--- src/design/lswc_divider.sv ---
// Pipelined restoring divider, one quotient bit per register stage,
// with a sideband that travels alongside. No dependencies.
`default_nettype none

module lswc_divider #(
	parameter int NW  = 40,
	parameter int DVW = 16,
	parameter int QW  = 24,
	parameter int SBW = 1
) (
	input  logic           clk,
	input  logic           arst_n,
	input  logic           adv,
	input  logic           vld_in,
	input  logic [NW-1:0]  num,
	input  logic [DVW-1:0] den,
	input  logic [SBW-1:0] sb_in,
	output logic           vld_out,
	output logic [QW-1:0]  quo,
	output logic           rem_nz,
	output logic [SBW-1:0] sb_out
);

	// the caller guarantees num >> QW < den, so the top bits seed the remainder
	logic [DVW-1:0] rem_s [1:QW];
	logic [QW-1:0]  low_s [1:QW];
	logic [QW-1:0]  quo_s [1:QW];
	logic [DVW-1:0] den_s [1:QW];
	logic [SBW-1:0] sb_s  [1:QW];
	logic           vld_s [1:QW];

	for (genvar k = 0; k < QW; k++) begin : g_step
		logic [DVW-1:0] src_rem, src_den;
		logic [QW-1:0]  src_low, src_quo;
		logic [SBW-1:0] src_sb;
		logic           src_vld;
		logic [DVW:0]   r2, diff;
		logic           ge;

		if (k == 0) begin : g_first
			assign src_rem = DVW'(num[NW-1:QW]);
			assign src_low = num[QW-1:0];
			assign src_quo = '0;
			assign src_den = den;
			assign src_sb  = sb_in;
			assign src_vld = vld_in;
		end else begin : g_next
			assign src_rem = rem_s[k];
			assign src_low = low_s[k];
			assign src_quo = quo_s[k];
			assign src_den = den_s[k];
			assign src_sb  = sb_s[k];
			assign src_vld = vld_s[k];
		end

		assign r2   = {src_rem, src_low[QW-1]};
		assign diff = r2 - {1'b0, src_den};
		assign ge   = (r2 >= {1'b0, src_den});

		always_ff @(posedge clk or negedge arst_n) begin
			if (!arst_n) begin
				vld_s[k+1] <= 1'b0;
			end else if (adv) begin
				vld_s[k+1] <= src_vld;
			end
		end

		always_ff @(posedge clk) begin
			if (adv) begin
				rem_s[k+1] <= ge ? diff[DVW-1:0] : r2[DVW-1:0];
				low_s[k+1] <= src_low << 1;
				quo_s[k+1] <= {src_quo[QW-2:0], ge};
				den_s[k+1] <= src_den;
				sb_s[k+1]  <= src_sb;
			end
		end
	end

	assign vld_out = vld_s[QW];
	assign quo     = quo_s[QW];
	assign rem_nz  = (rem_s[QW] != '0);
	assign sb_out  = sb_s[QW];

endmodule

`default_nettype wire
--- config.mk ---
export PLATFORM = sky130hd
export DESIGN_NAME = lswc_divider
export DESIGN_NICKNAME = d
export VERILOG_FILES = /design/src/design/lswc_divider.sv
export SDC_FILE = /design/constraint.sdc
export NUM_CORES = 2
export LEC_CHECK = 0
export ABC_AREA = 1
export BUFFER_PORTS_ARGS = -buffer_cell sky130_fd_sc_hd__buf_2
export CORE_MARGIN = 8
export CORE_UTILIZATION = 40
export DETAILED_ROUTE_END_ITERATION = 8
export PLACE_DENSITY = 0.62
export SLEW_MARGIN = 40
export SYNTH_ARGS = -nofsm -noshare
export SYNTH_HDL_FRONTEND = slang
export SYNTH_SLANG_ARGS = --single-unit
--- constraint.sdc ---
create_clock -name clk -period 2.8 [get_ports clk]
set_clock_uncertainty 0.05 [all_clocks]
set_input_delay 0.28 -clock clk [delete_from_list [all_inputs] [get_ports clk]]
set_output_delay 0.28 -clock clk [all_outputs]
set_load 0.1 [all_outputs]
Word level (Yosys, flattened, before mapping)

Memory sizes are Yosys's and may differ from the RTL's.
Index checks and enable logic that the tools add are counted.
Widths: inputs -> output; s select.

RAM bits: 1920
Word-level logic and storage cells: 104
Memories kept: 5
Output and inout bits: 27
Register bits: 24
Input port bits: 61

Memory list:

| name  | words | bits a word | read ports | clocked after memory_dff | wr ports | line | RTL |
|---|---|---|---|---|---|---|---|
| quo_s | 24    | 24          | 24         | 0                        | 24       | 27   | `logic [QW-1:0] quo_s [1:QW];` |
| low_s | 24    | 23          | 23         | 0                        | 24       | 26   | `logic [QW-1:0] low_s [1:QW];` |
| den_s | 24    | 16          | 23         | 0                        | 24       | 28   | `logic [DVW-1:0] den_s [1:QW];` |
| rem_s | 24    | 16          | 24         | 0                        | 24       | 25   | `logic [DVW-1:0] rem_s [1:QW];` |
| sb_s  | 24    | 1           | 24         | 0                        | 24       | 29   | `logic [SBW-1:0] sb_s [1:QW];` |

Reductions and logical operators: 1
Muxes and demuxes: 26
Order comparisons: 24
$add $sub $neg: 24

Operators by type and width:

| operator           | count |
|---|---|
| $ge 17x16->1       | 24 |
| $mux 16            | 24 |
| $sub 16x16->16     | 24 |
| $reduce_bool 16->1 | 1 |
| $mux 1             | 2 |

Depth between registers and ports, before layout

An unclocked memory read counts as a cell.

Depth after elaboration: 3
Mapped depth: 15
Mapped depth without buffers: 13

Least setup slack after synthesis

OpenSTA, ideal clock, no wires.

Kind: register to register
Start point: register, netlist name den_s[0][144]
End point: register, netlist name rem_s[0][168]
Library setup time: 0.253 ns
Data required time: 2.497 ns
Clock period less this slack: 1.972 ns
Setup slack: 0.828 ns
Cell stages (with the launch flop): 10
Data arrival time: 1.669 ns
Buffers on the path: 0
Cell sequence: edfxtp_1 ha_1 fa_1 inv_1 nand3_1 nand3_1 a21oi_1 or2_2 nand3_1 nand2_1

==> metrics.csv <==
metric;value;unit
outcome;finished clean;
GRT Overall Usage;17.4;%
CORE AREA;183000;µm²
startpoint types;flop;
synthesized area per cell;9.15;µm²
via density per instance;4.77;
CTS resizes;0;
layout cells sized above 1;6.88;%
Max clock buf depth;3;
WL/cell;16.0;µm
GRT busiest layer;met2;
share of flip-flops with an asynchronous set or reset;1.74;%
ys flop type;edfxtp_1;
hold_buf cts;61;
GR Util met3;2.35;%
Worst Path Arrival;3.03;ns
TNS Setup;0;ns
Nets;8842;
# rows;157;
final hold violations;0;
Clk Latency, worst-skew pair;0.80;ns
Slew Limit Fails;0;
width of the die;446;µm
Design Area, Final;83500;µm²
syn nets;8546;
met1 Use GR;24.6;%
Worst Tran Pin Value;0.621;ns
die area;199000;µm²
global-route wire length before repair;280;mm
root buf cell;clkbuf_16;
cells after synthesis;8077;
hold path startpoint;num[21];
IO Count;88;
f_max;0.387;GHz
Hold Path Cell Cnt;2;
number of global-route vias before repair;51200;
Area contributors post-synth;edfxtp_1, nand2_1, inv_1, ha_1, nand3_1;
Post CTS Setup Buffer Count;0;
RR Startpoint;den_s[0][235];
critical path class;reg -> reg;
setup slack at placement;0.238;ns
cell count of the worst reg-to-reg path;10;
Worst slew margin;58.2;%
crit end category;flop;
Synth Register Bits;1376;
post-synth top area cell;edfxtp_1;
final setup fails;0;
starting density of the core;40.3;%
IR drop worst, VDD;0.000493;V
H-tree level count;4;
drt total wl;175;mm
Synth top area share;54.9;%
yosys warns;0;
Final HPWL DP;133;mm
leak pwr;40.1;nW
number of flops mapped to enable cells by yosys;1352;
Overflow after GRT;0;
initial drt markers;4327;
initial antenna violation count;2;
largest net degree at the start of global routing;91;
final period utilization;92.3;%
CTS tree;built;
total number of vias;52200;
number of port buffers;87;
worst setup path startpoint;den_s[0][235];
Pwr Density;1050;nW/µm²
Worst EP required;3.25;ns
Synth Cell Area;73900;µm²
final worst slack;0.215;ns
CTS sink cnt;1376;
met2 usage;28.4;%
register area share after synthesis;55.7;%
RSZ-0062 raised after global routing;no;
utilization after layout;45.6;%
fin crit period;2.59;ns
P&R area growth vs syn;12.9;%
worst min path class;in -> reg;
Distinct cells, synth;43;
drt drc;0;
Final ANT Viol Nets;0;
GPL Wtd Cong;0.922;
TritonRoute pass-1 iters;6;
cts bufs inserted;155;
Chip Height;446;µm
Placed Area;77700;µm²
Reg clk slew, reported paths;0.06;ns
# Max-Cap Violations;0;
worst-path fanout max;16;
[worst max-delay path, cell delays in order, from the launching register on]
cell and delay (ns):
edfxtp_1 0.57, inv_1 0.09, ha_1 0.41, nand2_1 0.17, nor2_2 0.15, nand2_1 0.07, o21ai_1 0.24, nor2_4 0.06
buf_4 0.21, nand3_1 0.08, nand2_1 0.16
[metal layers]
metal,vias to the layer above,wire [µm],part of all wire [%]
met4,0,4030,2.3
met3,277,7660,4.4
met1,24300,83100,47
met2,1103,80500,46
met5,-,0,0
li1,26600,-,-
[metrics by stage]
step,instances,total power (W),hold slack (ns)
5_1_grt,11000,0.0943,0.0832
4_1_cts,11000,0.0880,0.0560
6_report,11000,0.0873,0.141
3_3_place_gp,10600,0.0665,0.239
3_5_place_dp,10600,0.0667,0.257
2_1_floorplan,8077,0.0570,-0.0656
[final timing paths]
kind,endpoint,slack (ns)
max,rem_s[0][250],0.21
min,low_s[0][44],0.14
max reg2reg,rem_s[0][250],0.21
min reg2reg,quo_s[0][198],0.35
max in group asynchronous,g_step[11].src_vld,2.07
min in group asynchronous,vld_out,0.47
[cells in the final DEF, fill, tap and decap left out, types with 20 or more instances in the layout]
cell type,instances
ha_1,384
nand4_1,104
nand2_2,44
nand2_1,2927
nand3_2,30
nor2_1,289
nor3_1,64
nand3_1,596
inv_1,1505
fa_1,24
clkbuf_1,22
dlygate4sd3_1,60
xnor2_1,36
buf_2,86
a21oi_1,222
buf_12,25
clkbuf_16,155
dfrtp_1,24
nor2_4,26
nand3b_1,57
o21ai_0,23
clkinv_1,29
bufinv_16,20
edfxtp_1,1352
buf_4,59
xor2_1,114
[area by class of cell]
class	count	area (µm²)
fillers	17500	99800
flip-flops and latches	1376	41200
multi-input cells	5086	26300
inverters	1524	5720
clock buffers	178	3980
well taps	2464	3080
repair buffers	230	1970
clock inverters	98	1230
diodes	1	2.50
[cell usage after synthesis (30+ instances only)]
library cell     n
ha_1           384
edfxtp_1      1352
nand3_1        596
nor2_1         289
xor2_1         114
nand2_2         44
a21oi_1        222
xnor2_1         36
nand3_2         30
nand3b_1        57
buf_2           35
nor3_1          64
nand4_1        104
nand2_1       2927
inv_1         1505
[cell families (layout without fill, tap and decap cells)]
| family | after synthesis | after routing | synth area share (%) |
|---|---|---|---|
| and+or+nand+nor | 4239 | 4239 | 24.6 |
| buffers and inverters | 1615 | 2030 | 8.69 |
| DFF | 1376 | 1376 | 55.7 |
| adders and majority gates | 408 | 408 | 7.15 |
| AOI/OAI and AO/OA | 287 | 287 | 2.07 |
| xor gates and xnor gates | 150 | 150 | 1.78 |
| muxes | 2 | 2 | 0.0305 |
| other | 0 | 1 | 0 |
[flip-flops by register name (all words and copies together), names as in the netlist]
| signal | cells |
|---|---|
| vld_out | 1 |
| den_s | 368 |
| sb_s | 24 |
| low_s | 276 |
| quo_s | 300 |
| rem_s | 384 |
| g_step.src_vld | 23 |
[power breakdown]
part           total [W]  switching [W]  internal [W]
Sequential        0.0311        0.00264        0.0285
Combinational     0.0355         0.0235        0.0119
Clock             0.0207        0.00856        0.0121
No activity file was read; power rests on OpenSTA's default activity.
