[src/design/lswc_pkg.sv]
// Shared types and constants for the line segment window clipper.
// No dependencies; imported by the boundary stage and the top level.
`default_nettype none

package lswc_pkg;

	localparam int APB_ADDR_W = 4;
	localparam int APB_DATA_W = 32;

	// window register index, byte address is 4*index
	typedef enum logic [1:0] {
		REG_WINDOW_LEFT   = 2'd0,
		REG_WINDOW_BOTTOM = 2'd1,
		REG_WINDOW_RIGHT  = 2'd2,
		REG_WINDOW_TOP    = 2'd3
	} reg_idx_t;

	// window edge handled by one boundary stage, in test order
	typedef enum logic [1:0] {
		BND_LEFT   = 2'd0,
		BND_RIGHT  = 2'd1,
		BND_BOTTOM = 2'd2,
		BND_TOP    = 2'd3
	} bnd_t;

	// control that travels with every beat down the pipe
	typedef struct packed {
		logic valid;
		logic ok;
	} lswc_ctl_t;

endpackage

`default_nettype wire

[src/design/lswc_boundary.sv]
// One window edge test of the clipper: two register stages
// (cross products, then compare and update of entry/exit). Uses lswc_pkg.
`default_nettype none

module lswc_boundary
	import lswc_pkg::*;
#(
	parameter int   W    = 16,
	parameter bnd_t SIDE = BND_LEFT
) (
	input  logic                clk,
	input  logic                arst_n,
	input  logic                adv,
	input  lswc_ctl_t           ctl_in,
	input  logic signed [W-1:0] x0_in,
	input  logic signed [W-1:0] y0_in,
	input  logic signed [W-1:0] win,
	input  logic signed [W:0]   dx_in,
	input  logic signed [W:0]   dy_in,
	input  logic signed [W:0]   en_n_in,
	input  logic signed [W:0]   en_d_in,
	input  logic signed [W:0]   ex_n_in,
	input  logic signed [W:0]   ex_d_in,
	output lswc_ctl_t           ctl_out,
	output logic signed [W-1:0] x0_out,
	output logic signed [W-1:0] y0_out,
	output logic signed [W:0]   dx_out,
	output logic signed [W:0]   dy_out,
	output logic signed [W:0]   en_n_out,
	output logic signed [W:0]   en_d_out,
	output logic signed [W:0]   ex_n_out,
	output logic signed [W:0]   ex_d_out
);

	localparam int PW = 2 * W + 2;

	logic signed [W:0] p, q, rn, rd;

	always_comb begin
		unique case (SIDE)
			BND_LEFT: begin
				p = -dx_in;
				q = (W+1)'(x0_in) - (W+1)'(win);
			end
			BND_RIGHT: begin
				p = dx_in;
				q = (W+1)'(win) - (W+1)'(x0_in);
			end
			BND_BOTTOM: begin
				p = -dy_in;
				q = (W+1)'(y0_in) - (W+1)'(win);
			end
			BND_TOP: begin
				p = dy_in;
				q = (W+1)'(win) - (W+1)'(y0_in);
			end
		endcase
		// ratio q/p with a non-negative denominator
		rn = p[W] ? -q : q;
		rd = p[W] ? -p : p;
	end

	lswc_ctl_t          ctl_s1;
	logic signed [W-1:0] x0_s1, y0_s1;
	logic signed [W:0]   dx_s1, dy_s1, en_n_s1, en_d_s1, ex_n_s1, ex_d_s1, rn_s1, rd_s1;
	logic                pzero_s1, pneg_s1, qneg_s1;
	logic signed [PW-1:0] pen_r_s1, pen_e_s1, pex_r_s1, pex_e_s1;

	always_ff @(posedge clk or negedge arst_n) begin
		if (!arst_n) begin
			ctl_s1 <= '0;
		end else if (adv) begin
			ctl_s1 <= ctl_in;
		end
	end

	always_ff @(posedge clk) begin
		if (adv) begin
			x0_s1    <= x0_in;
			y0_s1    <= y0_in;
			dx_s1    <= dx_in;
			dy_s1    <= dy_in;
			en_n_s1  <= en_n_in;
			en_d_s1  <= en_d_in;
			ex_n_s1  <= ex_n_in;
			ex_d_s1  <= ex_d_in;
			rn_s1    <= rn;
			rd_s1    <= rd;
			pzero_s1 <= (p == '0);
			pneg_s1  <= p[W];
			qneg_s1  <= q[W];
			pen_r_s1 <= PW'(rn) * PW'(en_d_in);
			pen_e_s1 <= PW'(en_n_in) * PW'(rd);
			pex_r_s1 <= PW'(rn) * PW'(ex_d_in);
			pex_e_s1 <= PW'(ex_n_in) * PW'(rd);
		end
	end

	logic ok_nxt, upd_en, upd_ex;

	always_comb begin
		ok_nxt = ctl_s1.ok;
		upd_en = 1'b0;
		upd_ex = 1'b0;
		if (ctl_s1.ok) begin
			if (pzero_s1) begin
				ok_nxt = !qneg_s1;
			end else if (pneg_s1) begin
				// entering edge: past the exit rejects, else raise entry
				if (pex_r_s1 > pex_e_s1) ok_nxt = 1'b0;
				else upd_en = (pen_r_s1 > pen_e_s1);
			end else begin
				// leaving edge: before the entry rejects, else lower exit
				if (pen_r_s1 < pen_e_s1) ok_nxt = 1'b0;
				else upd_ex = (pex_r_s1 < pex_e_s1);
			end
		end
	end

	always_ff @(posedge clk or negedge arst_n) begin
		if (!arst_n) begin
			ctl_out <= '0;
		end else if (adv) begin
			ctl_out.valid <= ctl_s1.valid;
			ctl_out.ok    <= ok_nxt;
		end
	end

	always_ff @(posedge clk) begin
		if (adv) begin
			x0_out   <= x0_s1;
			y0_out   <= y0_s1;
			dx_out   <= dx_s1;
			dy_out   <= dy_s1;
			en_n_out <= upd_en ? rn_s1 : en_n_s1;
			en_d_out <= upd_en ? rd_s1 : en_d_s1;
			ex_n_out <= upd_ex ? rn_s1 : ex_n_s1;
			ex_d_out <= upd_ex ? rd_s1 : ex_d_s1;
		end
	end

endmodule

`default_nettype wire

[config.mk]
export PLATFORM = sky130hd
export DESIGN_NAME = lswc_boundary
export DESIGN_NICKNAME = d
export VERILOG_FILES = /design/src/design/lswc_pkg.sv /design/src/design/lswc_boundary.sv
export SDC_FILE = /design/constraint.sdc
export NUM_CORES = 2
export LEC_CHECK = 0
export ABC_CLOCK_PERIOD_IN_PS = 4900
export BUFFER_PORTS_ARGS = -buffer_cell sky130_fd_sc_hd__buf_2
export CAP_MARGIN = 20
export CORE_MARGIN = 1.5
export CORE_UTILIZATION = 57
export CTS_BUF_LIST = sky130_fd_sc_hd__clkbuf_2
export CTS_CLUSTER_SIZE = 24
export DETAILED_ROUTE_END_ITERATION = 8
export PLACE_DENSITY = 0.81
export RECOVER_POWER = 25
export SETUP_SLACK_MARGIN = 0.5
export SYNTH_ARGS = -nofsm -noshare
export SYNTH_HDL_FRONTEND = slang
export SYNTH_SLANG_ARGS = --single-unit
[constraint.sdc]
create_clock -name clk -period 4.9 [get_ports clk]
set_input_delay 0.98 -clock clk [delete_from_list [all_inputs] [get_ports clk]]
set_output_delay 0.98 -clock clk [all_outputs]
set_load 0.005 [all_outputs]
# Word-level counts from Yosys, hierarchy flattened
# Cells that the tools add are included.
# classes
addsub,4
n_mul,4
div,0
order_cmp,4
eq_ne,0
shifts,0
n_mux,19
bitwise_logic,0
reduce_logical,2
# ops
op,n
$mul A17 B17 Y34,4
$mux W17,6
$gt A34 B34 Y1,2
$lt A34 B34 Y1,2
$neg A17 Y17,3
$logic_not A17 Y1,1
$sub A16 B16 Y17,1
$mux W1,13
$logic_not A1 Y1,1
# word_totals
register_bits,445
latch_bits,0
ram_bits,0
mem_bits_ro,0
in_bits,155
output_inout_bits,136
elab_cells,62
memories,0

# Logic depth before layout (Yosys ltp)
# depth
ltp_word,6
ltp_mapped,37
ltp_nobuf,34

# Worst setup path after synthesis
# Ideal clock, no wire load.
# synth_path
path_kind,in2reg
from,in x0_in[0]
to,reg pen_r_s1[32] (data pin)
setup_time_ns,0.270
arrival_ns,9.259
t_required_ns,4.630
setup_slack_ns,-4.629
path_stages,30
n_path_buf,2
cell_sequence,inv_1 > ha_1 > fa_1 > nand2b_1 > a211oi_1 > o21ai_0 > a222oi_1 > o211ai_1 > or4_1 > o41ai_2 > xnor2_1 > buf_2 > buf_2 > nand2_1 > fa_1 > fa_1 > inv_1 > fa_1 > fa_1 > fa_1 > inv_1 > fa_1 > inv_1 > ha_1 > nand2_1 > nor3_1 > a211oi_1 > o21ai_0 > a2111oi_0 > or3b_2
# synth_between
elab_chain_cells,4
# synth_rtl
element,line_no,source
start: declaration,lswc_boundary.sv:15,"input logic signed [W-1:0] x0_in,"
$sub A16 B16 Y17 (*),lswc_boundary.sv:43,q = (W+1)'(x0_in) - (W+1)'(win);
$neg A17 Y17,lswc_boundary.sv:59,rn = p[W] ? -q : q;
$mux W17 (*),lswc_boundary.sv:59,
$mul A17 B17 Y34 (*),lswc_boundary.sv:92,pen_r_s1 <= PW'(rn) * PW'(en_d_in);
end signal: assignment,lswc_boundary.sv:92,
end: declaration,lswc_boundary.sv:67,"logic signed [PW-1:0] pen_r_s1, pen_e_s1, pex_r_s1, pex_e_s1;"
# Every way passes the cells marked *; elsewhere a longest branch is shown, timed or not.
# A chain may end at the register's enable or synchronous reset.

# Final worst setup path
# layout_path
from,in x0_in[7]
to,reg pex_r_s1[28] (data pin)
# layout_between
elab_chain_cells,4
# layout_rtl
element,line_no,source
$sub A16 B16 Y17 (*),lswc_boundary.sv:43,
$neg A17 Y17,lswc_boundary.sv:59,
$mux W17 (*),lswc_boundary.sv:59,
$mul A17 B17 Y34 (*),lswc_boundary.sv:94,pex_r_s1 <= PW'(rn) * PW'(ex_d_in);
end signal: assignment,lswc_boundary.sv:94,
end: declaration,lswc_boundary.sv:67,
# Marks and branches as above.

==> results.toml <==
[status]
status = "finished with violations"
failed_checks = "capacitance limit, slew limit, setup timing"

[layout]
flow.area_growth_from_synthesis_pct = 29.1
layout.cell_area.non_filler_mm2 = 0.0795
layout-drive-gt1-share_pct = 30.4
final_net_count = 9064
mostFrequentLayoutCells = "sky130_fd_sc_hd__inv_1 (1325), sky130_fd_sc_hd__fa_1 (1128), sky130_fd_sc_hd__buf_4 (823), sky130_fd_sc_hd__nand2_1 (555), sky130_fd_sc_hd__and2_1 (459)"
final_common_cell = "sky130_fd_sc_hd__inv_1"

[global_routing]
grt_antenna_before_repair = 16
grt_util_all_layers_pct = 33.2
first_global_vias = 54800
first_pass_grt_wire_length_um = 284000
maximum_number_of_pins_on_one_net_before_global_route_repair = 87
grt-ovfl-total = 0

[synthesis]
synth_enable_flop_cells = 440
synthTopCellsByArea = "sky130_fd_sc_hd__fa_1 (39%), sky130_fd_sc_hd__edfxtp_1 (21%), sky130_fd_sc_hd__inv_1 (8.8%)"
postSynthRegisterBits = 444
ys_seq_area_share_pct = 21.6
summed_instance_area_of_the_synthesized_netlist_mm2 = 0.0615
synth.distinct_cells = 70
netlist.area_leader.share_pct = 38.6
postSynth.topFlopCell = "sky130_fd_sc_hd__edfxtp_1"
asyncSetResetFlopFracSynth_pct = 0.901
yosysWarningCount = 0
syn-num-nets = 7710
synthesized_instance_count = 5944
yosys.area.top_type = "sky130_fd_sc_hd__fa_1"
synthesis.area_per_instance_um2 = 10.4

[timing]
worst_clock_skew_ns = 0.139
slew_viol_final = 155
tightest_slew_ns = 5.03
setup_slack_ns = -3.27
setup_violations = 228
max_freq_mhz = 122
fin_crit_sh_pct = 167
rsz_0062_raised_after_global_routing = "yes"
fin_crit_ns = 8.17
finalHoldViolations = 0
slew-limit-headroom_pct = -236

[drt]
vias_cell = 5.63
detailedRoute.firstIterationViolations = 3792
totalWireLength_um = 193000
vias = 49500
routed_wire_length_per_instance_um = 21.9
route.antenna.remaining_nets = 0
drc = 0
first_pass_detailed_route_iteration_total = 7

[die]
die_area_mm2 = 0.110
die_height_um = 332
initial_util_pct = 57.5
core_area_mm2 = 0.107
count_of_pins_on_the_block_boundary = 291
die_width_um = 332
row_count = 120

[placed_design]
placement.cell_area_mm2 = 0.0730
dp.final_hpwl_um = 138000
gp_congestion = 0.945
numPortBuffers = 290

[clocking]
number_of_sinks_on_the_clock_net = 444
htreeDepth = 3
cts_buffers = 114
clk_pin_slew_ns = 0.12
clk_latency_ns = 1.42
clock_tree.root_cell = "sky130_fd_sc_hd__clkbuf_2"
cts_tree = "yes"
clock_tree.buffer_depth = 3

[setup_path]
slowest_cell_on_the_critical_path = "sky130_fd_sc_hd__fa_1"
cp-end-kind = "flip-flop"
slowest_delay_ns = 0.56
crit_fanout = 7
critical_path_required_ns = 6.02
r2r_slack_ns = 0.38
worst-endpoint-arrival_ns = 9.29
critPathKind = "in -> reg"
startpoint_type = "primary input"

[run]
maxCapViolations = 3

[worst_hold_path]
holdCritPathClass = "in -> reg"
## flip-flops by register name, summed over array words and instances, names as in the netlist, 34 cells and up
signal,cells
pex_r_s1,34
pen_r_s1,34
pen_e_s1,34
pex_e_s1,34
## layout make-up
class	count	area [um^2]
sequential	444	13300
antenna	13	32.5
tap	1403	1760
multi-input combinational	3863	46500
fill	6594	27600
timing repair buffer	1434	11400
clock inverter	36	239
inverter	1441	5420
clock buffer	158	791
## final timing paths
path	from	to	depth (start not counted)
setup reg to reg	pen_e_s1[25]	en_n_out[5]	10
min in group asynchronous	arst_n	ctl_out[1]	3
max in group asynchronous	arst_n	ctl_s1[0]	3
setup / recovery	x0_in[7]	pex_r_s1[28]	34
hold / removal	dx_in[5]	dx_s1[5]	3
hold reg to reg	dx_s1[1]	dx_out[1]	0
## per-stage QoR
| step | instances | hold WS, ns | setup TNS (ns) | utilization (%) | setup slack [ns] |
|---|---|---|---|---|---|
| floorplan | 5944 | 0.400 | -312.78 | - | -4.08 |
| global placement | 8301 | 0.400 | -398.93 | 68.2 | -4.51 |
| detailed placement | 8301 | 0.405 | -414.28 | 68.2 | -4.76 |
| CTS | 8704 | 0.00175 | -215.50 | 72.5 | -3.00 |
| global route | 8786 | 0.128 | -324.01 | 74.2 | -3.44 |
| finish | 8792 | 0.188 | -268.49 | 74.2 | -3.27 |
## what timing repair did
action / CTS / global route
resized for setup: 393 / 330
pin swaps: 276 / 178
gates cloned: 6 / 1
buffers inserted: 118 / 74
hold buffers: 85 / 0
endpoints found under the setup margin: 120 / 120
endpoints found under the hold margin: 95 / 0
## critical path, delay by kind of cell
family | cells | cell delay (ns)
AO/OA/AOI/OAI | 9 | 1.85
XOR/XNOR | 1 | 0.22
adder cells (fa/ha/maj) | 8 | 3.63
buffers and inverters | 12 | 1.41
AND/OR/NAND/NOR | 4 | 1.16
## kinds of logic (layout without fill, tap and decap cells)
logic type / Yosys count / in the layout / synth area share, %
compound gates: 419 / 419 / 4.41
buf+inv: 1640 / 3069 / 10.0
simple gates: 1565 / 1565 / 12.7
xor+xnor: 190 / 193 / 2.70
flops: 444 / 444 / 21.6
fa+ha+maj: 1611 / 1611 / 47.2
mux: 75 / 75 / 1.37
other cells: 0 / 13 / 0
## synth_stat cells (4+ instances only)
cell / instances
sky130_fd_sc_hd__dfrtp_1: 4
sky130_fd_sc_hd__nand3_1: 27
sky130_fd_sc_hd__xor2_1: 39
sky130_fd_sc_hd__a21oi_1: 131
sky130_fd_sc_hd__o31a_1: 5
sky130_fd_sc_hd__inv_1: 1441
sky130_fd_sc_hd__nor2b_1: 80
sky130_fd_sc_hd__a211oi_1: 14
sky130_fd_sc_hd__clkbuf_1: 192
sky130_fd_sc_hd__or3_1: 32
sky130_fd_sc_hd__nor3_1: 37
sky130_fd_sc_hd__or2_2: 11
sky130_fd_sc_hd__nand2b_1: 33
sky130_fd_sc_hd__a211o_1: 9
sky130_fd_sc_hd__o21a_1: 24
sky130_fd_sc_hd__a21o_1: 61
sky130_fd_sc_hd__o21bai_1: 10
sky130_fd_sc_hd__and3_1: 9
sky130_fd_sc_hd__a31o_2: 5
sky130_fd_sc_hd__o21ai_0: 76
sky130_fd_sc_hd__nand2_1: 632
sky130_fd_sc_hd__buf_1: 4
sky130_fd_sc_hd__o31ai_1: 7
sky130_fd_sc_hd__fa_1: 1185
sky130_fd_sc_hd__mux2_2: 73
sky130_fd_sc_hd__nand3b_1: 5
sky130_fd_sc_hd__or4_1: 4
sky130_fd_sc_hd__xnor2_1: 151
sky130_fd_sc_hd__nor2_1: 152
sky130_fd_sc_hd__a31oi_1: 11
sky130_fd_sc_hd__edfxtp_1: 440
sky130_fd_sc_hd__o221ai_1: 6
sky130_fd_sc_hd__nand4_1: 20
sky130_fd_sc_hd__ha_1: 426
sky130_fd_sc_hd__o211ai_1: 14
sky130_fd_sc_hd__a21boi_0: 5
sky130_fd_sc_hd__nor4_1: 9
sky130_fd_sc_hd__and2_1: 502
sky130_fd_sc_hd__a2111oi_0: 8
## per-layer routing
layer	track usage [%]	share of wire [%]	up-vias
met5	0	0.021	-
met4	21.3	8.3	6
li1	-	-	20800
met3	6.18	8.4	996
met1	38.3	34	24900
met2	56.8	49	2763
Power is left out: the tool's default activity adds up to more than one toggle a clock period on the data nets, which glitch-free logic cannot reach.
